**config.mk**
```make
export PLATFORM = sky130hd
export DESIGN_NAME = smp_finish
export DESIGN_NICKNAME = d
export VERILOG_FILES = /design/src/smp_pkg.sv /design/src/smp_finish.sv
export SDC_FILE = /design/constraint.sdc
export NUM_CORES = 1
export LEC_CHECK = 0
export ABC_AREA = 1
export BUFFER_PORTS_ARGS = -buffer_cell sky130_fd_sc_hd__buf_2
export CAP_MARGIN = 10
export CELL_PAD_IN_SITES_DETAIL_PLACEMENT = 1
export CELL_PAD_IN_SITES_GLOBAL_PLACEMENT = 1
export CORE_AREA = 5 5 527 529
export DETAILED_ROUTE_END_ITERATION = 7
export DIE_AREA = 0 0 532 534
export GPL_TIMING_DRIVEN = 0
export PLACE_DENSITY = 0.34
export SYNTH_ARGS = -nofsm -noshare
export SYNTH_HDL_FRONTEND = slang
export SYNTH_SLANG_ARGS = --single-unit
```
**constraint.sdc**
```tcl
create_clock -name clk -period 2 [get_ports clk]
set_input_delay 0.1 -clock clk [delete_from_list [all_inputs] [get_ports clk]]
set_output_delay 0.1 -clock clk [all_outputs]
set_load 0.1 [all_outputs]
```
**src/smp_pkg.sv**
```systemverilog
package smp_pkg;

  localparam int WORD_W     = 32;
  localparam int TAG_W      = 48;
  localparam int PAIR_W     = 64;
  localparam int N_ROUNDS   = 80;
  localparam int WIN_DEPTH  = 16;
  localparam int ROUND_IDX_W = 7;
  localparam int PREFIX_W   = 6;
  localparam int CFG_IDX_W  = 8;
  localparam int CFG_DATA_W = 64;

  localparam int ROT_A      = 5;
  localparam int ROT_B      = 30;
  localparam int PREFIX_ONE_WORD = 8;

  localparam logic [CFG_IDX_W-1:0] REG_MIDSTATE_AB      = CFG_IDX_W'(0);
  localparam logic [CFG_IDX_W-1:0] REG_MIDSTATE_CD      = CFG_IDX_W'(1);
  localparam logic [CFG_IDX_W-1:0] REG_MIDSTATE_E       = CFG_IDX_W'(2);
  localparam logic [CFG_IDX_W-1:0] REG_TAIL_WORDS_12_13 = CFG_IDX_W'(3);
  localparam logic [CFG_IDX_W-1:0] REG_TAIL_WORDS_14_15 = CFG_IDX_W'(4);
  localparam logic [CFG_IDX_W-1:0] REG_FIRST_COMPARE    = CFG_IDX_W'(5);
  localparam logic [CFG_IDX_W-1:0] REG_SECOND_COMPARE   = CFG_IDX_W'(6);
  localparam logic [CFG_IDX_W-1:0] REG_PREFIX_DIGITS    = CFG_IDX_W'(7);

  localparam logic [7:0] TT_CHOOSE   = 8'hCA;
  localparam logic [7:0] TT_PARITY   = 8'h96;
  localparam logic [7:0] TT_MAJORITY = 8'hE8;

  localparam logic [WORD_W-1:0] K_GRP0 = 32'h5A827999;
  localparam logic [WORD_W-1:0] K_GRP1 = 32'h6ED9EBA1;
  localparam logic [WORD_W-1:0] K_GRP2 = 32'h8F1BBCDC;
  localparam logic [WORD_W-1:0] K_GRP3 = 32'hCA62C1D6;

  typedef logic [WORD_W-1:0] word_t;
  typedef word_t [WIN_DEPTH-1:0] window_t;

  typedef struct packed {
    logic             valid;
    logic [TAG_W-1:0] tag;
    logic             last;
    word_t            a;
    word_t            b;
    word_t            c;
    word_t            d;
    word_t            e;
    window_t          w;
  } stage_t;

  typedef struct packed {
    logic [PAIR_W-1:0]   midstate_ab;
    logic [PAIR_W-1:0]   midstate_cd;
    word_t               midstate_e;
    logic [PAIR_W-1:0]   tail_words_12_13;
    logic [PAIR_W-1:0]   tail_words_14_15;
    logic [PAIR_W-1:0]   first_compare;
    logic [PAIR_W-1:0]   second_compare;
    logic [PREFIX_W-1:0] prefix_digits;
  } cfg_t;

  typedef struct packed {
    logic [TAG_W-1:0] tag;
    logic             matched;
    word_t            a;
    word_t            b;
    word_t            c;
    word_t            d;
    word_t            e;
    logic             done;
  } res_t;

  function automatic word_t rotl1(input word_t x);
    return {x[WORD_W-2:0], x[WORD_W-1]};
  endfunction

  function automatic word_t rotl_a(input word_t x);
    return {x[WORD_W-1-ROT_A:0], x[WORD_W-1:WORD_W-ROT_A]};
  endfunction

  function automatic word_t rotl_b(input word_t x);
    return {x[WORD_W-1-ROT_B:0], x[WORD_W-1:WORD_W-ROT_B]};
  endfunction

  function automatic word_t ternary(input logic [7:0] tt, input word_t b, input word_t c,
                                    input word_t d);
    word_t f;
    for (int j = 0; j < WORD_W; j++) begin
      f[j] = tt[{b[j], c[j], d[j]}];
    end
    return f;
  endfunction

  function automatic logic [7:0] round_tt(input logic [ROUND_IDX_W-1:0] idx);
    logic [7:0] tt;
    if (int'(idx) < 20) begin
      tt = TT_CHOOSE;
    end else if (int'(idx) < 40) begin
      tt = TT_PARITY;
    end else if (int'(idx) < 60) begin
      tt = TT_MAJORITY;
    end else begin
      tt = TT_PARITY;
    end
    return tt;
  endfunction

  function automatic word_t round_k(input logic [ROUND_IDX_W-1:0] idx);
    word_t k;
    if (int'(idx) < 20) begin
      k = K_GRP0;
    end else if (int'(idx) < 40) begin
      k = K_GRP1;
    end else if (int'(idx) < 60) begin
      k = K_GRP2;
    end else begin
      k = K_GRP3;
    end
    return k;
  endfunction

endpackage

```
**src/smp_finish.sv**
```systemverilog
module smp_finish (
  input  logic            clk,
  input  logic            rst_n,
  input  logic            adv,
  input  smp_pkg::cfg_t   cfg,
  input  smp_pkg::stage_t stage_i,
  output logic            out_valid,
  output smp_pkg::res_t   res
);
  import smp_pkg::*;

  logic  out_valid_r;
  res_t  res_r;
  res_t  res_nxt;
  logic  hit_a;
  logic  hit_b;

  assign out_valid = out_valid_r;
  assign res       = res_r;

  always_comb begin
    res_nxt.tag  = stage_i.tag;
    res_nxt.done = stage_i.last;
    res_nxt.a    = stage_i.a + cfg.midstate_ab[PAIR_W-1:WORD_W];
    res_nxt.b    = stage_i.b + cfg.midstate_ab[WORD_W-1:0];
    res_nxt.c    = stage_i.c + cfg.midstate_cd[PAIR_W-1:WORD_W];
    res_nxt.d    = stage_i.d + cfg.midstate_cd[WORD_W-1:0];
    res_nxt.e    = stage_i.e + cfg.midstate_e;
    hit_a = (res_nxt.a & cfg.first_compare[PAIR_W-1:WORD_W]) ==
            cfg.first_compare[WORD_W-1:0];
    hit_b = (res_nxt.b & cfg.second_compare[PAIR_W-1:WORD_W]) ==
            cfg.second_compare[WORD_W-1:0];
    res_nxt.matched = hit_a &&
                      ((cfg.prefix_digits <= PREFIX_W'(PREFIX_ONE_WORD)) || hit_b);
  end

  always_ff @(posedge clk) begin
    if (!rst_n) begin
      out_valid_r <= 1'b0;
    end else if (adv) begin
      out_valid_r <= stage_i.valid;
    end
  end

  always_ff @(posedge clk) begin
    if (adv) begin
      res_r <= res_nxt;
    end
  end

endmodule

```
==> metrics.md, run 1 <==
| Metric | Value |
|---|---|
| Relative slew slack | `0.490` |
| Number of global-route vias before repair | `21.7k` |
| Initial Utilization | `0.0650` |
| R2r setup slk | `approximately 0.8 ns` |
| VDD IR-drop max | `between 0.5 and 0.6 mV` |
| Largest net degree at the start of global routing | `91` |
| Post-synth top area share | `0.356` |
| Most common cell after layout, fill and taps aside | `buf_2` |
| Async set or reset register ratio after synthesis | `0` |
| Final wirelength | `137000 um` |
| Worst-path clk slew | `0.07 ns` |
| GP Congestion | `roughly 0.84` |
| Critical path depth in cells | `18` |
| Clk Latency, worst-skew pair | `0.61 ns` |
| Least-Margin Pin Slew | `approximately 0.76 ns` |
| Worst path most repeated cell | `nand2_1` |
| Final setup fails | `1` |
| RSZ-0062 raised after global routing | `yes` |
| Leading post-synthesis cells by cell area | `edfxtp_1 (36%), nand2_1 (16%), ha_1 (11%), inv_1 (8.5%), a21oi_1 (4.2%)` |
| Crit-path cells | `buf_2 > ha_1 > nand2_1 > inv_1 > nand2_1 > clkinvlp_4 > a21oi_4 > nand3b_1 > buf_6 > and2_4 > nand3_2 > nand2_1 > nor2_1 > nand2_1 > nor3_2 > buf_6 > nand3_4 > a21oi_2` |
| Final Hold Fails | `0` |
| Average cell area after synthesis | `7.40 sq um` |
| Yosys top cell by area | `edfxtp_1` |
| Row cnt | `192` |
| TritonRoute pass-1 iters | `4` |
| Max cap viols | `0` |
| Critical path endpoint category | `flop` |
| Clk pwr share | `0.302` |
| Kind of critical path | `in -> reg` |
| Core area | `0.272 sq mm` |
| Pins Over Slew Limit | `0` |
| Synth cell types | `40` |
| CTS tree | `done` |
| Post-route ant nets | `0` |
| Total gr overflow | `0` |
| Crit Reg-Reg Startpoint | `out_valid$_SDFFE_PN0P_` |
| Post-synth EDFFs | `210` |
| Syn Nets | `between 3k and 4k` |
| Iter 0 DRT Violations | `just under 600` |
| CP Launch Type | `input port` |
| Hold Path Class | `in -> reg` |
| Skew final | `0 ns` |
| Crit path largest cell delay | `0.37 ns` |
| Post-route setup slack | `-0.0745 ns` |
| Initial antenna violation count | `115` |
| WP buf/inv | `5` |
| Vias per Instance | `2.87` |
| Final min period | `2.07 ns` |
| Worst slack at placement | `-2.20 ns` |
| Hold wc startpoint | `stage_i[564]` |
| Nets@finish | `about 4.6k` |
| Yosys reg bits | `211` |
| Failing checks | `setup timing` |
| Switching Share | `0.480` |
| CP max-delay cell | `ha_1` |
| Number of buffers created by CTS | `39` |
| DP Wirelength | `122000 um` |
| Sequential area share after synthesis | `0.357` |
| Critical Path RT | `approximately 2.5 ns` |
| Chip height | `approximately 530 um` |
| FF-to-FF path depth | `3` |
| Hold Path Depth | `3` |
| Final Util | `0.111` |
| Max frequency | `482 MHz` |
| Worst Path Max Fanout | `5` |
| Sinks on Clock Net | `211` |
| Ys flop type | `edfxtp_1` |
| Warnings, synthesis | `0` |
| Total power | `24.6 mW` |
| GRT Util Overall | `0.0930` |
| Layout cells sized above 1 | `0.327` |
| PwrDens | `810 mW/mm^2` |
| CTS H-tree lvls | `2` |
| Status | `complete, but fails checks` |
| Synth Cell Area | `0.0177 sq mm` |
| Area growth, synth to finish | `71.4%` |
| Reg2reg end | `out_valid$_SDFFE_PN0P_` |
| DRC Markers | `0` |
| Tcrit/Tclk final | `1.04` |
| IO Pins | `about 1.4k` |
| Gate Count Post-Synth | `2391` |
| Sw Pwr | `11.8 mW` |
| Avg WL per Cell | `19.6 um` |
| Register share of total power | `0.240` |
| Vias | `20.0k` |
| Comb power frac | `0.458` |
| Most used cells in the layout excluding fill and tap cells | `buf_2 (712), nand2_1 (689), inv_1 (396)` |
| First-pass GRT wire length | `182000 um` |
| Worst path top cell family by delay | `simple AND/OR/NAND/NOR gates` |
| Crit path DAT | `2.56 ns` |
| Root Driver | `clkbuf_16` |
| Pleak | `13.6 nW` |
| Final worst hold slack | `between 0.08 and 0.09 ns` |
| PortBufs | `717` |
| DIE WIDTH | `532 um` |
| Full die area | `between 0.2 and 0.3 sq mm` |
| P_int | `12.8 mW` |
| Min-Delay Endpoint | `res[53]$_DFFE_PP_` |
| Crit path launch | `cfg[403]` |
| Clk buf depth | `3` |
[power by group through the flow]
| stage | sequential, mW | clock [mW] | combinational, mW |
|---|---|---|---|
| floorplan | 10.3 | 0 | 2.84 |
| global placement | 6.03 | 0 | 10.5 |
| detailed placement | 5.99 | 0 | 10.5 |
| CTS | 5.91 | 7.98 | 11.3 |
| global route | 5.95 | 8.02 | 12.0 |
| finish | 5.89 | 7.41 | 11.3 |
[cell families after synthesis]
group | after synthesis | share of synthesized area
xor gates and xnor gates | 124 | 0.0626
adders and majority gates | 160 | 0.115
AOI/OAI and AO/OA | 267 | 0.0857
DFF | 211 | 0.357
and+or+nand+nor | 1224 | 0.293
buffers and inverters | 405 | 0.0859
[final cells by class]
class / instances / area, sq um
antenna: 27 / 67.6
clock buffer: 50 / 1060
clock inverter: 21 / 258
fill: 32700 / 242000
inverter: 405 / 1520
multi-input combinational: 1775 / 11300
sequential: 211 / 6330
tap: 3589 / 4490
timing repair buffer: 888 / 5360
[synthesized netlist by cell type, types with 4 or more instances]
cell        n
nand2_1   764
inv_1     401
edfxtp_1  210
nor2_1    181
ha_1      155
a21oi_1   147
nand3_1   138
xor2_1     75
xnor2_1    46
o21ai_0    36
nand3b_1   33
a31oi_1    23
nand4_1    23
and2_1     22
nor3_1     16
nand2_2    15
a21boi_1   12
o21bai_1    9
nand3_2     8
nor2_2      8
o21a_1      8
o21ai_1     8
nor4_1      7
a21o_1      5
fa_1        5
inv_2       4
o31ai_1     4
or2_2       4
[flip-flops by register name (all words and copies together) (netlist names)]
signal,count
out_valid,1
res,210
[metal layers]
| layer | GRT usage | vias to the layer above | wire length (um) |
|---|---|---|---|
| li1 | - | 9676 | - |
| met1 | 0.0879 | 9278 | 46900 |
| met2 | 0.187 | 729 | 74700 |
| met3 | 0.0347 | 239 | 10800 |
| met4 | 0.0227 | 60 | 3940 |
| met5 | 0 | - | 379 |
[per-stage QoR]
stage | area [sq um] | setup TNS [ns] | instances
6_report | 30300 | -0.0745 | 6966
5_1_grt | 30300 | -0.249 | 6942
4_1_cts | 29600 | -0.408 | 6931
3_5_place_dp | 25900 | -61.05 | 6700
3_3_place_gp | 25800 | -798.88 | 6697
2_1_floorplan | 17800 | 0 | 2391
[worst max-delay path by stage]
| stage | slack [ns] | end |
|---|---|---|
| floorplan | 0.001 | res[161]$_DFFE_PP_ |
| global placement | -3.77 | out_valid$_SDFFE_PN0P_ |
| detailed placement | -2.20 | res[161]$_DFFE_PP_ |
| CTS | -0.15 | res[161]$_DFFE_PP_ |
| global route | -0.20 | res[161]$_DFFE_PP_ |
| finish | -0.07 | res[161]$_DFFE_PP_ |
[worst register-to-register path: stages (launching register included)]
cell and delay, ns:
dfxtp_1 0.30, o21ai_0 0.19, a21oi_1 0.05, dlygate4sd3_1 0.56
[repair_timing]
item                                   4_1_cts  5_1_grt
gates resized for setup                    194      152
endpoints found under the hold margin      140        0
hold buffers                               149        0
setup endpoints to repair                   37       31
buffers inserted                            11        8
pin swaps                                   28       38
No activity file was read; power rests on OpenSTA's default activity.
==> inputs of run 2 (changes only) <==
Clock period 2 ns to 2.2 ns, I/O delays scaled along.
==> run 2 against run 1 <==
The flow now finishes without violations. First-iteration DRC count up 6.0%. Power down 9.7%. Utilization down 0.11 points. Worst setup slack better by 0.079 ns. Count of clock-buffer cells in the layout decreased by 1. Non-clock buffer count unchanged. Final area decreased by 0.95%. Clock power is 8.9% lower. Sequential share of layout area increased by 0.20 points. Critical path type unchanged. Critical endpoint unchanged.
==> metrics.md, run 2 (synthesis results as in run 1) <==
| Metric | Value |
|---|---|
| Status | `finished, final reports clean` |
| Least-Margin Pin Slew | `0.669 ns` |
| Worst slack at placement | `-2.10 ns` |
| Final min period | `roughly 2.2 ns` |
| Iter 0 DRT Violations | `623` |
| Chip height | `534 um` |
| Initial Utilization | `0.0650` |
| Clk buf depth | `3` |
| Crit-path cells | `buf_2 > ha_4 > fa_2 > xor2_4 > buf_12 > nand2_1 > xnor2_1 > nand3b_1 > nor2_4 > nand3_1 > nor3_2 > buf_6 > nand3_2 > a21oi_2` |
| Post-route ant nets | `0` |
| Worst-path clk slew | `0.06 ns` |
| First-pass GRT wire length | `176000 um` |
| PortBufs | `717` |
| Root Driver | `clkbuf_16` |
| Total gr overflow | `0` |
| Tcrit/Tclk final | `0.998` |
| Post-route setup slack | `0.00406 ns` |
| GRT Util Overall | `0.0895` |
| Most common cell after layout, fill and taps aside | `buf_2` |
| CP Launch Type | `input port` |
| Kind of critical path | `in -> reg` |
| Largest net degree at the start of global routing | `80` |
| Area growth, synth to finish | `69.8%` |
| Worst Path Max Fanout | `3` |
| Row cnt | `192` |
| DP Wirelength | `approximately 120000 um` |
| Vias | `19.7k` |
| IO Pins | `1358` |
| CTS H-tree lvls | `2` |
| DIE WIDTH | `532 um` |
| Hold Path Class | `in -> reg` |
| Skew final | `0 ns` |
| Crit path DAT | `2.68 ns` |
| VDD IR-drop max | `0.452 mV` |
| Final worst hold slack | `~0.06 ns` |
| Pins Over Slew Limit | `0` |
| Number of buffers created by CTS | `40` |
| Largest register FFs | `210` |
| PwrDens | `738 mW/mm^2` |
| Relative slew slack | `0.554` |
| Final wirelength | `132000 um` |
| Dpl cells | `6700` |
| Total power | `22.2 mW` |
| Final Util | `0.110` |
| RSZ-0062 raised after global routing | `yes` |
| Avg WL per Cell | `18.8 um` |
| Full die area | `0.284 sq mm` |
| Initial antenna violation count | `~100` |
| Number of global-route vias before repair | `21.3k` |
| Sinks on Clock Net | `211` |
| CP max-delay cell | `fa_2` |
| Crit path largest cell delay | `between 0.4 and 0.5 ns` |
| Final Non-Filler Cells | `6989` |
| Max cap viols | `0` |
| Vias per Instance | `2.82` |
| Core area | `~0.27 sq mm` |
| Clk Latency, worst-skew pair | `0.59 ns` |
| Max frequency | `455 MHz` |
| Critical path endpoint category | `flop` |
| Final setup fails | `0` |
| CTS tree | `done` |
| Layout cells sized above 1 | `0.310` |
| TritonRoute pass-1 iters | `4` |
| Nets@finish | `4628` |
| DRC Markers | `0` |
| R2r setup slk | `0.98 ns` |
| Most used cells in the layout excluding fill and tap cells | `buf_2 (711), nand2_1 (710), inv_1 (399)` |
| GP Congestion | `0.875` |
| Critical Path RT | `2.68 ns` |
| Final Hold Fails | `0` |
| Pleak | `between 10 and 15 nW` |
-- run 2: cell count changes in the layout (fill, tap and decap cells not counted), moves of 6 or more --
cell and delta:
nand2_2 -13, a21oi_4 -6, a21oi_1 +23, a21oi_2 -17, ha_2 -6, nor2_1 +7
nand2_1 +21, diode_2 +23, ha_4 +6
-- run 2: final timing paths --
| path | cells past startpoint | start | to |
|---|---|---|---|
| worst max-delay path | 14 | stage_i[640] | res[161]$_DFFE_PP_ |
| worst min-delay path | 3 | cfg[394] | res[133]$_DFFE_PP_ |
| worst min register to register | 3 | out_valid$_SDFFE_PN0P_ | out_valid$_SDFFE_PN0P_ |
| worst max register to register | 3 | out_valid$_SDFFE_PN0P_ | out_valid$_SDFFE_PN0P_ |
-- run 2: stage by stage --
stage / area, sq um / setup TNS, ns
finish: 30000 / 0
global route: 30000 / -0.111
CTS: 29300 / -0.0810
detailed placement: 25900 / -43.07
global placement: 25800 / -773.69
floorplan: 17700 / 0
-- run 2: repair_timing --
action | 4_1_cts | 5_1_grt
pin swaps | 14 | 23
setup buffers | 9 | 11
gates resized for setup | 113 | 149
hold buffers | 148 | 0
endpoints found under the setup margin | 20 | 20
hold endpoints to repair | 177 | 0
-- run 2: worst max-delay path: cells and delay by family --
| kind | cells | cell delay, ns |
|---|---|---|
| compound gates | 1 | 0.11 |
| simple gates | 6 | 1.04 |
| buf+inv | 3 | 0.44 |
| fa+ha+maj | 2 | 0.66 |
| xor+xnor | 2 | 0.29 |
-- run 2: per-layer routing --
layer / track usage / vias to the layer above / share of wire
met5: 0 / - / 0.0018
met4: 0.0268 / 40 / 0.031
met3: 0.0292 / 211 / 0.071
met2: 0.166 / 695 / 0.51
met1: 0.0964 / 9023 / 0.39
li1: - / 9712 / -
-- run 2: report_power, final --
part / leakage [nW] / total (mW) / switching, mW / internal (mW)
clock: 0.630 / 6.75 / 2.84 / 3.90
sequential: 2.06 / 5.35 / 0.184 / 5.16
combinational: 10.8 / 10.1 / 7.67 / 2.42
total: 13.5 / 22.2 / 10.7 / 11.5
-- run 2: final cells by class --
class / instances / area, sq um
repair buffers: 888 / 5350
fillers: 32800 / 242000
well taps: 3589 / 4490
flip-flops and latches: 211 / 6330
inverters: 405 / 1520
diodes: 50 / 125
clock buffers: 49 / 1060
multi-input cells: 1775 / 10900
clock inverters: 22 / 238
