`src/smp_pkg.sv`:
```
package smp_pkg;

  localparam int WORD_W     = 32;
  localparam int TAG_W      = 48;
  localparam int PAIR_W     = 64;
  localparam int N_ROUNDS   = 80;
  localparam int WIN_DEPTH  = 16;
  localparam int ROUND_IDX_W = 7;
  localparam int PREFIX_W   = 6;
  localparam int CFG_IDX_W  = 8;
  localparam int CFG_DATA_W = 64;

  localparam int ROT_A      = 5;
  localparam int ROT_B      = 30;
  localparam int PREFIX_ONE_WORD = 8;

  localparam logic [CFG_IDX_W-1:0] REG_MIDSTATE_AB      = CFG_IDX_W'(0);
  localparam logic [CFG_IDX_W-1:0] REG_MIDSTATE_CD      = CFG_IDX_W'(1);
  localparam logic [CFG_IDX_W-1:0] REG_MIDSTATE_E       = CFG_IDX_W'(2);
  localparam logic [CFG_IDX_W-1:0] REG_TAIL_WORDS_12_13 = CFG_IDX_W'(3);
  localparam logic [CFG_IDX_W-1:0] REG_TAIL_WORDS_14_15 = CFG_IDX_W'(4);
  localparam logic [CFG_IDX_W-1:0] REG_FIRST_COMPARE    = CFG_IDX_W'(5);
  localparam logic [CFG_IDX_W-1:0] REG_SECOND_COMPARE   = CFG_IDX_W'(6);
  localparam logic [CFG_IDX_W-1:0] REG_PREFIX_DIGITS    = CFG_IDX_W'(7);

  localparam logic [7:0] TT_CHOOSE   = 8'hCA;
  localparam logic [7:0] TT_PARITY   = 8'h96;
  localparam logic [7:0] TT_MAJORITY = 8'hE8;

  localparam logic [WORD_W-1:0] K_GRP0 = 32'h5A827999;
  localparam logic [WORD_W-1:0] K_GRP1 = 32'h6ED9EBA1;
  localparam logic [WORD_W-1:0] K_GRP2 = 32'h8F1BBCDC;
  localparam logic [WORD_W-1:0] K_GRP3 = 32'hCA62C1D6;

  typedef logic [WORD_W-1:0] word_t;
  typedef word_t [WIN_DEPTH-1:0] window_t;

  typedef struct packed {
    logic             valid;
    logic [TAG_W-1:0] tag;
    logic             last;
    word_t            a;
    word_t            b;
    word_t            c;
    word_t            d;
    word_t            e;
    window_t          w;
  } stage_t;

  typedef struct packed {
    logic [PAIR_W-1:0]   midstate_ab;
    logic [PAIR_W-1:0]   midstate_cd;
    word_t               midstate_e;
    logic [PAIR_W-1:0]   tail_words_12_13;
    logic [PAIR_W-1:0]   tail_words_14_15;
    logic [PAIR_W-1:0]   first_compare;
    logic [PAIR_W-1:0]   second_compare;
    logic [PREFIX_W-1:0] prefix_digits;
  } cfg_t;

  typedef struct packed {
    logic [TAG_W-1:0] tag;
    logic             matched;
    word_t            a;
    word_t            b;
    word_t            c;
    word_t            d;
    word_t            e;
    logic             done;
  } res_t;

  function automatic word_t rotl1(input word_t x);
    return {x[WORD_W-2:0], x[WORD_W-1]};
  endfunction

  function automatic word_t rotl_a(input word_t x);
    return {x[WORD_W-1-ROT_A:0], x[WORD_W-1:WORD_W-ROT_A]};
  endfunction

  function automatic word_t rotl_b(input word_t x);
    return {x[WORD_W-1-ROT_B:0], x[WORD_W-1:WORD_W-ROT_B]};
  endfunction

  function automatic word_t ternary(input logic [7:0] tt, input word_t b, input word_t c,
                                    input word_t d);
    word_t f;
    for (int j = 0; j < WORD_W; j++) begin
      f[j] = tt[{b[j], c[j], d[j]}];
    end
    return f;
  endfunction

  function automatic logic [7:0] round_tt(input logic [ROUND_IDX_W-1:0] idx);
    logic [7:0] tt;
    if (int'(idx) < 20) begin
      tt = TT_CHOOSE;
    end else if (int'(idx) < 40) begin
      tt = TT_PARITY;
    end else if (int'(idx) < 60) begin
      tt = TT_MAJORITY;
    end else begin
      tt = TT_PARITY;
    end
    return tt;
  endfunction

  function automatic word_t round_k(input logic [ROUND_IDX_W-1:0] idx);
    word_t k;
    if (int'(idx) < 20) begin
      k = K_GRP0;
    end else if (int'(idx) < 40) begin
      k = K_GRP1;
    end else if (int'(idx) < 60) begin
      k = K_GRP2;
    end else begin
      k = K_GRP3;
    end
    return k;
  endfunction

endpackage

```
`src/smp_round_cell.sv`:
```
module smp_round_cell (
  input  logic                           clk,
  input  logic                           rst_n,
  input  logic                           adv,
  input  logic [smp_pkg::ROUND_IDX_W-1:0] round_idx,
  input  smp_pkg::stage_t                stage_i,
  output smp_pkg::stage_t                stage_o
);
  import smp_pkg::*;

  stage_t stage_r;
  stage_t stage_nxt;
  word_t  f;
  word_t  w_new;

  assign stage_o = stage_r;

  always_comb begin
    f     = ternary(round_tt(round_idx), stage_i.b, stage_i.c, stage_i.d);
    w_new = rotl1(stage_i.w[13] ^ stage_i.w[8] ^ stage_i.w[2] ^ stage_i.w[0]);

    stage_nxt       = stage_i;
    stage_nxt.a     = rotl_a(stage_i.a) + f + stage_i.e + round_k(round_idx) + stage_i.w[0];
    stage_nxt.b     = stage_i.a;
    stage_nxt.c     = rotl_b(stage_i.b);
    stage_nxt.d     = stage_i.c;
    stage_nxt.e     = stage_i.d;
    for (int j = 0; j < WIN_DEPTH - 1; j++) begin
      stage_nxt.w[j] = stage_i.w[j+1];
    end
    stage_nxt.w[WIN_DEPTH-1] = w_new;
  end

  always_ff @(posedge clk) begin
    if (!rst_n) begin
      stage_r.valid <= 1'b0;
    end else if (adv) begin
      stage_r <= stage_nxt;
    end
  end

endmodule

```
`config.mk`:
```
export PLATFORM = sky130hd
export DESIGN_NAME = smp_round_cell
export DESIGN_NICKNAME = d
export VERILOG_FILES = /design/src/smp_pkg.sv /design/src/smp_round_cell.sv
export SDC_FILE = /design/constraint.sdc
export NUM_CORES = 1
export LEC_CHECK = 0
export ABC_CLOCK_PERIOD_IN_PS = 30700
export BUFFER_PORTS_ARGS = -buffer_cell sky130_fd_sc_hd__buf_2
export CORE_AREA = 4 4 572 574
export DETAILED_ROUTE_END_ITERATION = 8
export DIE_AREA = 0 0 576 578
export HOLD_SLACK_MARGIN = 0.05
export PLACE_DENSITY_LB_ADDON = 0.08
export SYNTH_ARGS = -nofsm -noshare
export SYNTH_HDL_FRONTEND = slang
export SYNTH_SLANG_ARGS = --single-unit
```
`constraint.sdc`:
```
create_clock -name clk -period 30.7 [get_ports clk]
set_clock_uncertainty 0.1 [all_clocks]
set_input_delay 6.14 -clock clk [delete_from_list [all_inputs] [get_ports clk]]
set_output_delay 6.14 -clock clk [all_outputs]
set_load 0.005 [all_outputs]
```
==> results of run 1 <==
==> logic make-up after synthesis <==
logic type	share of synthesized area (%)
AND/OR/NAND/NOR	2.81
flip-flops	76.8
adder cells (fa/ha/maj)	8.94
multiplexers	0.177
buffers and inverters	2.13
XOR/XNOR	4.91
AO/OA/AOI/OAI	4.21
==> where the power goes <==
| group | switching [mW] | total (mW) | internal, mW | leakage (nW) |
|---|---|---|---|---|
| Combinational | 0.468 | 0.758 | 0.290 | 8.75 |
| Clock | 0.535 | 1.27 | 0.730 | 1.67 |
| Sequential | 0.0283 | 1.23 | 1.21 | 6.78 |
| Total | 1.03 | 3.26 | 2.23 | 17.2 |
==> cells in the mapped netlist (all sizes together), types with 31 or more instances <==
cell type	n
a21oi	77
inv	137
maj3	31
edfxtp	721
nor3	31
nand3	38
fa	88
xnor2	117
o21ai	45
ha	36
xor2	41
nor2	46
==> stage by stage <==
stage                     hold slack [ns]  cells  power [mW]  area [sq um]
after floorplan                     0.407   1544        1.66         28200
after global placement              0.397   7318        2.07         41000
after detailed placement            0.414   7318        2.06         41000
after CTS                           0.429   7514        3.39         44400
after global routing                0.471   7519        3.47         44400
final                               0.421   7563        3.26         44500
==> routing by layer <==
layer  part of all wire [%]  global-route usage, %
met3                     13                   6.42
met5                   0.45                 0.0425
met2                     50                   20.8
met1                     33                   11.3
met4                    4.0                   3.81
==> how the worst min path moves through the flow <==
stage	from	to	slack (ns)	cells past startpoint
finish	stage_o[721]	stage_o[721]	0.42	2
global route	stage_o[721]	stage_o[721]	0.47	2
CTS	stage_o[721]	stage_o[721]	0.43	2
detailed placement	stage_o[721]	stage_o[721]	0.41	2
global placement	stage_o[721]	stage_o[721]	0.40	2
floorplan	stage_o[721]	stage_o[721]	0.41	2
==> placed cells by master (no fill, tap or decap), types with 22 or more instances in the layout <==
cell type	instances
o21ai_0	42
maj3_1	31
clkbuf_1	22
diode_2	49
nor3_1	31
clkinv_1	25
xor2_1	41
xnor2_1	117
inv_1	137
buf_2	1451
a21oi_1	77
edfxtp_1	721
a21o_1	24
nor2_1	45
nand3_1	37
clkbuf_16	112
ha_1	36
fa_1	88
==> critical path, cell delays in order <==
cell and delay (ns):
buf_2 0.12, o21a_1 0.24, a32o_4 0.39, buf_4 0.30
maj3_1 0.41, a21oi_1 0.38, fa_1 0.50, fa_1 0.51
inv_1 0.07, fa_1 0.51, a211oi_2 0.36, o211ai_2 0.19
a221oi_4 0.60, a2bb2oi_2 0.21, a221oi_4 0.46, nor3_1 0.09
or4_1 0.52
==> area by class of cell <==
type | instances | area [sq um]
clock buffer | 134 | 2890
antenna | 49 | 123
multi-input combinational | 665 | 5970
timing repair buffer | 1469 | 7420
tap | 4325 | 5410
inverter | 137 | 514
fill | 36555 | 278000
sequential | 722 | 21700
clock inverter | 62 | 544
==> run_results.csv, run 1 <==
group,metric,value,unit
job,cap_viol_max_count,0,
setup_path,worst_setup_path_end_kind,"register",
yosys,yosysTopAreaCell,"edfxtp_1",
setup_path,path_class,"input port to register",
setup_path,crit_fanout,19,
clocking,cts_resized,0,
yosys,syn_area,0.0282,sq mm
place,portBuffers,1451,
yosys,synth_top_area_share,76.8,%
power_and_ir_drop,power.density,73.2,mW/mm^2
clocking,cts_setup_buffers,0,
sta,tightestPinTransition,1.07,ns
setup_path,r2r_slack,30.01,ns
drt,drc,0,
power_and_ir_drop,peakVddDrop,0.0000413,V
yosys,seq_area_frac_synth,76.8,%
cells_and_area,drive_gt1_share,51.3,%
global_routing,antenna_found_initial,207,
clocking,clock_latency,0.77,ns
global_routing,grt_pass1_wl,249000,um
sta,rsz0062_at_grt,"false",
yosys,ys_ff_latch,722,
setup_path,r2r-start,"stage_o[721]",
clocking,cts_buffers,111,
setup_path,arrival,12.07,ns
global_routing,grt_max_degree,133,
yosys,synthArstFlopShare,0,%
sta,relSlewSlack,28.8,%
clocking,root_buffer,"clkbuf_16",
floorplan,rows,209,
drt,firstDrtPassIters,5,
global_routing,grt.total_usage,11.6,%
yosys,synth-edff-count,721,
place,place.gp.congestion,0.769,
floorplan,start_util,8.74,%
yosys,avgSynthCellArea,18.3,sq um
sta,setup_viol,0,
sta,min_period,11.64,ns
yosys,synth_cell_types,57,
hold_path,hp-class,"register to register",
drt,avgViaCountPerCell,2.73,
outcome,status,"complete, no violations",
cells_and_area,largest_register_ffs,722,
clocking,htree_levels,3,
power_and_ir_drop,power_leakage,17.2,nW
yosys,syn-num-nets,2400,
drt,routed_wirelength,204000,um
cells_and_area,fin_nets,3962,
global_routing,grt_pass1_vias,21584,
sta,timing.final.ws_setup,19.06,ns
clocking,postCtsHoldBufs,0,
setup_path,endpoint,"stage_o[671]",
yosys,yosys_warnings,0,
drt,ant_nets,0,
sta,fmax,85.9,MHz
place,dp_slack,17.87,ns
sta,finalHoldViolCount,0,
drt,drtIter0Drc,1012,
clocking,tritoncts,"done",
floorplan,die_w,576,um
clocking,clockBufferDepth,4,
drt,vias,20657,
sta,drv_slew,0,
global_routing,overflow,0,
floorplan,io_pins,1454,
cells_and_area,syn_to_final_growth,57.9,%
floorplan,core_area,0.323,sq mm
cells_and_area,final_util,13.8,%
setup_path,reg2reg_depth,2,
floorplan,die_h,578,um
yosys,synth-main-ff-cell,"edfxtp_1",
drt,wl_per_cell,26.9,um
clocking,clkTransAtPathRegs,0.05,ns
setup_path,r2r-end,"stage_o[721]",
yosys,syn_inst,1544,
setup_path,cp-start-kind,"input port",
clocking,cts.sinks,722,
place,dp_hpwl,172000,um
setup_path,cp.required,31.12,ns
floorplan,die_area,0.333,sq mm
sta,timing.setup.tns,0,ns
yosys,synthTopCellsByArea,"edfxtp_1, fa_1, xnor2_1",
sta,finalCritPeriodShare,37.9,%
setup_path,worstSetupStartpoint,"round_idx[4]",
(Power assumes the default switching activity.)
==> run 2: changes to the inputs <==
--- a/config.mk
+++ b/config.mk
@@ -5,11 +5,11 @@
 export SDC_FILE = /design/constraint.sdc
 export NUM_CORES = 1
 export LEC_CHECK = 0
-export ABC_CLOCK_PERIOD_IN_PS = 30700
+export ABC_CLOCK_PERIOD_IN_PS = 10150
 export BUFFER_PORTS_ARGS = -buffer_cell sky130_fd_sc_hd__buf_2
-export CORE_AREA = 4 4 572 574
+export CORE_AREA = 4 4 571 573
 export DETAILED_ROUTE_END_ITERATION = 8
-export DIE_AREA = 0 0 576 578
+export DIE_AREA = 0 0 575 577
 export HOLD_SLACK_MARGIN = 0.05
 export PLACE_DENSITY_LB_ADDON = 0.08
 export SYNTH_ARGS = -nofsm -noshare
==> constraint.sdc (replaced) <==
create_clock -name clk -period 10.15 [get_ports clk]
set_clock_uncertainty 0.1 [all_clocks]
set_input_delay 2.03 -clock clk [delete_from_list [all_inputs] [get_ports clk]]
set_output_delay 2.03 -clock clk [all_outputs]
set_load 0.005 [all_outputs]
==> run_results.csv, run 2 (synthesized netlist as in run 1, its figures left out) <==
group,metric,value,unit
setup_path,path_buf_inv,1,
sta,fmax,137,MHz
sta,timing.setup.tns,0,ns
place,place.gp.congestion,0.799,
power_and_ir_drop,pwr-share-clk,39.2,%
clocking,tritoncts,"done",
power_and_ir_drop,p_int,6.76,mW
power_and_ir_drop,p_total,9.89,mW
sta,timing.final.ws_setup,2.84,ns
place,place_inst,7295,
place,placed_area,0.0410,sq mm
power_and_ir_drop,swShare,31.6,%
setup_path,cpPeakStageDelay,0.57,ns
power_and_ir_drop,peakVddDrop,0.000141,V
setup_path,crit_family,"compound AO/OA/AOI/OAI gates",
setup_path,arrival,7.70,ns
global_routing,grt_pass1_vias,21859,
floorplan,io_pins,1454,
setup_path,crit_cells,17,
power_and_ir_drop,seq_power_share,37.7,%
floorplan,rows,208,
setup_path,cp.required,10.55,ns
place,portBuffers,1451,
power_and_ir_drop,power.switching,3.13,mW
power_and_ir_drop,power.density,222,mW/mm^2
cells_and_area,drive_gt1_share,51.5,%
sta,relSlewSlack,37.7,%
sta,tightestPinTransition,0.935,ns
cells_and_area,final_util,13.9,%
setup_path,cp-start-kind,"input port",
global_routing,overflow,0,
place,dp_hpwl,175000,um
floorplan,die_area,0.332,sq mm
setup_path,r2r-end,"stage_o[721]",
cells_and_area,syn_to_final_growth,58.2,%
setup_path,r2r_slack,9.46,ns
setup_path,reg2reg_depth,2,
setup_path,r2r-start,"stage_o[721]",
drt,drtIter0Drc,1082,
setup_path,worstSetupStartpoint,"round_idx[4]",
sta,finalHoldViolCount,0,
setup_path,path_cells,"buf_2, o21a_1, a32o_4, maj3_1, nand2_1, nand3_1, fa_1, fa_1, ha_1, fa_1, a211oi_2, o211ai_2, a221oi_4, a2bb2oi_2, a221oi_4, nor3_1, or4_1",
setup_path,endpoint,"stage_o[671]",
outcome,status,"complete, no violations",
hold_path,hp-class,"register to register",
sta,rsz0062_at_grt,"false",
cells_and_area,largest_register_ffs,722,
cells_and_area,final_common_cell,"buf_2",
setup_path,cpMostUsedCell,"fa_1",
cells_and_area,stdcell_area,0.0446,sq mm
clocking,cts_resized,0,
drt,ant_nets,0,
clocking,cts_buffers,112,
power_and_ir_drop,combinationalPowerShare,23.1,%
global_routing,antenna_found_initial,243,
drt,wl_per_cell,27.4,um
global_routing,grt_pass1_wl,255000,um
drt,vias,20791,
drt,drc,0,
setup_path,path_class,"input port to register",
floorplan,core_area,0.321,sq mm
sta,drv_slew,0,
floorplan,start_util,8.80,%
setup_path,crit_fanout,19,
clocking,clockBufferDepth,4,
cells_and_area,fin_nets,3960,
sta,hold_slack,0.429,ns
global_routing,grt.total_usage,11.9,%
clocking,clock_latency,0.77,ns
floorplan,die_h,577,um
cells_and_area,nFillCells,36297,
clocking,root_buffer,"clkbuf_16",
clocking,clkTransAtPathRegs,0.06,ns
sta,min_period,7.31,ns
setup_path,worst_setup_path_end_kind,"register",
floorplan,die_w,575,um
clocking,postCtsHoldBufs,0,
clocking,htree_levels,3,
power_and_ir_drop,power_leakage,17.2,nW
hold_path,hold_path_depth,2,
sta,setup_viol,0,
drt,avgViaCountPerCell,2.76,
cells_and_area,stdcell_count,7542,
job,cap_viol_max_count,0,
place,dp_slack,1.80,ns
sta,finalCritPeriodShare,72.0,%
setup_path,slowest_stage,"a221oi_4",
global_routing,grt_max_degree,125,
drt,firstDrtPassIters,4,
clocking,cts.sinks,722,
clocking,cts_setup_buffers,0,
drt,routed_wirelength,206000,um
cells_and_area,most-common-layout-cells,"buf_2, edfxtp_1, inv_1",
## run 2: how the worst min path moves through the flow
stage,end,slack [ns],from
6_report,stage_o[721],0.43,stage_o[721]
5_1_grt,stage_o[721],0.47,stage_o[721]
4_1_cts,stage_o[721],0.44,stage_o[721]
3_5_place_dp,stage_o[721],0.43,stage_o[721]
3_3_place_gp,stage_o[721],0.40,stage_o[721]
2_1_floorplan,stage_o[721],0.41,stage_o[721]
## run 2: worst min-delay path, delay by kind of cell, from the launching register on
kind / cells / cell delay, ns
mux: 1 / 0.12
simple gates: 1 / 0.06
flops: 1 / 0.31
## run 2: final cells by class
| cell class | count | area (sq um) | share of cell area (%) |
|---|---|---|---|
| Antenna cell | 45 | 113 | 0.252 |
| Tap cell | 4305 | 5390 | 12.1 |
| Multi-Input combinational cell | 665 | 5970 | 13.4 |
| Clock buffer | 134 | 2910 | 6.51 |
| Inverter | 137 | 514 | 1.15 |
| Sequential cell | 722 | 21700 | 48.6 |
| Timing Repair Buffer | 1466 | 7450 | 16.7 |
| Clock inverter | 68 | 608 | 1.36 |
## run 2: per-layer routing
metal  routed length (um)  GRT usage (%)
met1                66800           11.3
met2               108000           22.1
met3                26200           6.83
met4                 4650           2.36
met5                 1210              0
## run 2: power by group through the flow
stage	clock, mW	sequential, mW	combinational (mW)
final	3.88	3.73	2.28
after global routing	4.21	3.75	2.58
after CTS	4.12	3.74	2.44
after detailed placement	0	3.79	2.42
after global placement	0	3.79	2.44
after floorplan	0	3.83	1.12
==> run 3: changes to the inputs <==
--- a/config.mk
+++ b/config.mk
@@ -5,11 +5,11 @@
 export SDC_FILE = /design/constraint.sdc
 export NUM_CORES = 1
 export LEC_CHECK = 0
-export ABC_CLOCK_PERIOD_IN_PS = 10150
+export ABC_CLOCK_PERIOD_IN_PS = 7600
 export BUFFER_PORTS_ARGS = -buffer_cell sky130_fd_sc_hd__buf_2
-export CORE_AREA = 4 4 571 573
+export CORE_AREA = 4 4 572 574
 export DETAILED_ROUTE_END_ITERATION = 8
-export DIE_AREA = 0 0 575 577
+export DIE_AREA = 0 0 576 578
 export HOLD_SLACK_MARGIN = 0.05
 export PLACE_DENSITY_LB_ADDON = 0.08
 export SYNTH_ARGS = -nofsm -noshare
==> constraint.sdc (replaced) <==
create_clock -name clk -period 7.6 [get_ports clk]
set_clock_uncertainty 0.1 [all_clocks]
set_input_delay 1.52 -clock clk [delete_from_list [all_inputs] [get_ports clk]]
set_output_delay 1.52 -clock clk [all_outputs]
set_load 0.005 [all_outputs]
==> run_results.csv, run 3 (synthesized netlist as in run 1, its figures left out) <==
group,metric,value,unit
floorplan,die_w,576,um
setup_path,cp-start-kind,"input port",
sta,relSlewSlack,23.1,%
drt,routed_wirelength,202000,um
power_and_ir_drop,p_total,13.3,mW
clocking,htree_levels,3,
cells_and_area,stdcell_count,7563,
sta,timing.final.ws_setup,1.32,ns
setup_path,worst_setup_path_end_kind,"register",
place,place.gp.congestion,0.804,
clocking,clockBufferDepth,4,
outcome,status,"complete, no violations",
hold_path,hp-class,"register to register",
sta,timing.setup.tns,0,ns
cells_and_area,most-common-layout-cells,"buf_2, edfxtp_1, inv_1",
cells_and_area,syn_to_final_growth,58.8,%
clocking,clock_latency,0.75,ns
drt,avgViaCountPerCell,2.75,
cells_and_area,fin_nets,3975,
global_routing,grt.total_usage,11.5,%
cells_and_area,drive_gt1_share,51.5,%
sta,min_period,6.28,ns
global_routing,grt_pass1_wl,248000,um
setup_path,path_cells,"buf_2, o21a_1, a32o_4, buf_4, maj3_1, a21oi_1, fa_1, fa_1, inv_1, ha_1, nand3_2, a211oi_1, a221oi_4, buf_4, a2bb2oi_2, a221oi_4, buf_4, and3_2, or4_1",
setup_path,path_class,"input port to register",
clocking,tritoncts,"done",
job,cap_viol_max_count,0,
sta,fmax,159,MHz
sta,drv_slew,0,
setup_path,slowest_stage,"fa_1",
power_and_ir_drop,peakVddDrop,0.000186,V
clocking,cts_setup_buffers,0,
setup_path,path_buf_inv,5,
floorplan,start_util,8.74,%
clocking,cts_resized,0,
clocking,postCtsHoldBufs,0,
sta,tightestPinTransition,1.15,ns
drt,firstDrtPassIters,4,
global_routing,grt_max_degree,130,
power_and_ir_drop,power.density,296,mW/mm^2
global_routing,use_met3,5.98,%
place,dp_slack,0.370,ns
setup_path,cpMostUsedCell,"buf_4",
global_routing,antenna_found_initial,213,
floorplan,core_area,0.323,sq mm
clocking,clkTransAtPathRegs,0.06,ns
sta,finalHoldViolCount,0,
sta,hold_slack,0.426,ns
floorplan,die_h,578,um
setup_path,crit_family,"adder cells",
cells_and_area,final_common_cell,"buf_2",
setup_path,arrival,6.67,ns
drt,drc,0,
clocking,cts.sinks,722,
sta,setup_viol,0,
global_routing,met1_usage,11.4,%
sta,rsz0062_at_grt,"false",
sta,finalCritPeriodShare,82.6,%
setup_path,crit_fanout,7,
drt,drtIter0Drc,1023,
place,place_inst,7332,
cells_and_area,largest_register_ffs,722,
place,dp_hpwl,172000,um
setup_path,cp.required,7.99,ns
global_routing,top_usage_layer,"met2",
global_routing,overflow,0,
drt,wl_per_cell,26.7,um
cells_and_area,nFillCells,36424,
floorplan,io_pins,1454,
drt,ant_nets,0,
global_routing,grtUsageMet2,21.4,%
global_routing,grt_pass1_vias,21581,
clocking,cts_buffers,110,
place,portBuffers,1451,
floorplan,die_area,0.333,sq mm
drt,vias,20771,
clocking,root_buffer,"clkbuf_16",
floorplan,rows,209,
setup_path,cpPeakStageDelay,0.53,ns
power_and_ir_drop,power_leakage,17.3,nW
run 3: cell count changes in the layout (fill, tap and decap cells not counted), moves of 2 or more:
cell	before	now
bufinv_16	8	12
clkinv_1	21	24
clkinv_2	22	12
buf_4	9	23
clkbuf_1	21	25
diode_2	45	33
clkinv_4	5	3
buf_12	6	9
run 3: stage by stage:
stage,cell area (sq um),util [%]
4_1_cts,44700,13.9
3_5_place_dp,41200,12.8
5_1_grt,44700,13.9
6_report,44800,13.9
2_1_floorplan,28200,-
3_3_place_gp,41200,12.8
run 3: routing by layer:
metal  part of all wire (%)  vias up
li1                       -     8950
met1                     33    10118
met2                     52     1132
met3                     12      413
met4                    2.3      158
met5                   0.48        -
run 3: final timing paths:
| path | cells past startpoint | to | from | slack, ns |
|---|---|---|---|---|
| max | 19 | stage_o[671] | round_idx[4] | 1.32 |
| min | 2 | stage_o[721] | stage_o[721] | 0.43 |
| max reg2reg | 2 | stage_o[721] | stage_o[721] | 6.91 |
| min reg2reg | 2 | stage_o[721] | stage_o[721] | 0.43 |
run 3: report_power, final:
part	total, mW	switching [mW]	leakage (nW)	internal, mW
Combinational	3.09	1.87	8.85	1.21
Clock	5.21	2.12	1.70	3.09
Sequential	4.97	0.102	6.78	4.87
Total	13.3	4.09	17.3	9.17
run 3: cell type report:
class                      count  area [sq um]  area share [%]
multi-input combinational    665          5970            13.3
timing repair buffer        1483          7610            17.0
clock inverter                61           637            1.42
tap                         4325          5410            12.1
antenna                       33          82.6           0.184
sequential                   722         21700            48.4
clock buffer                 137          2900            6.47
inverter                     137           514            1.15
run 3: worst min-delay path: stages (launching register included):
cell and delay [ns]:
dfxtp_1 0.32, mux2i_1 0.07, nor2b_1 0.10
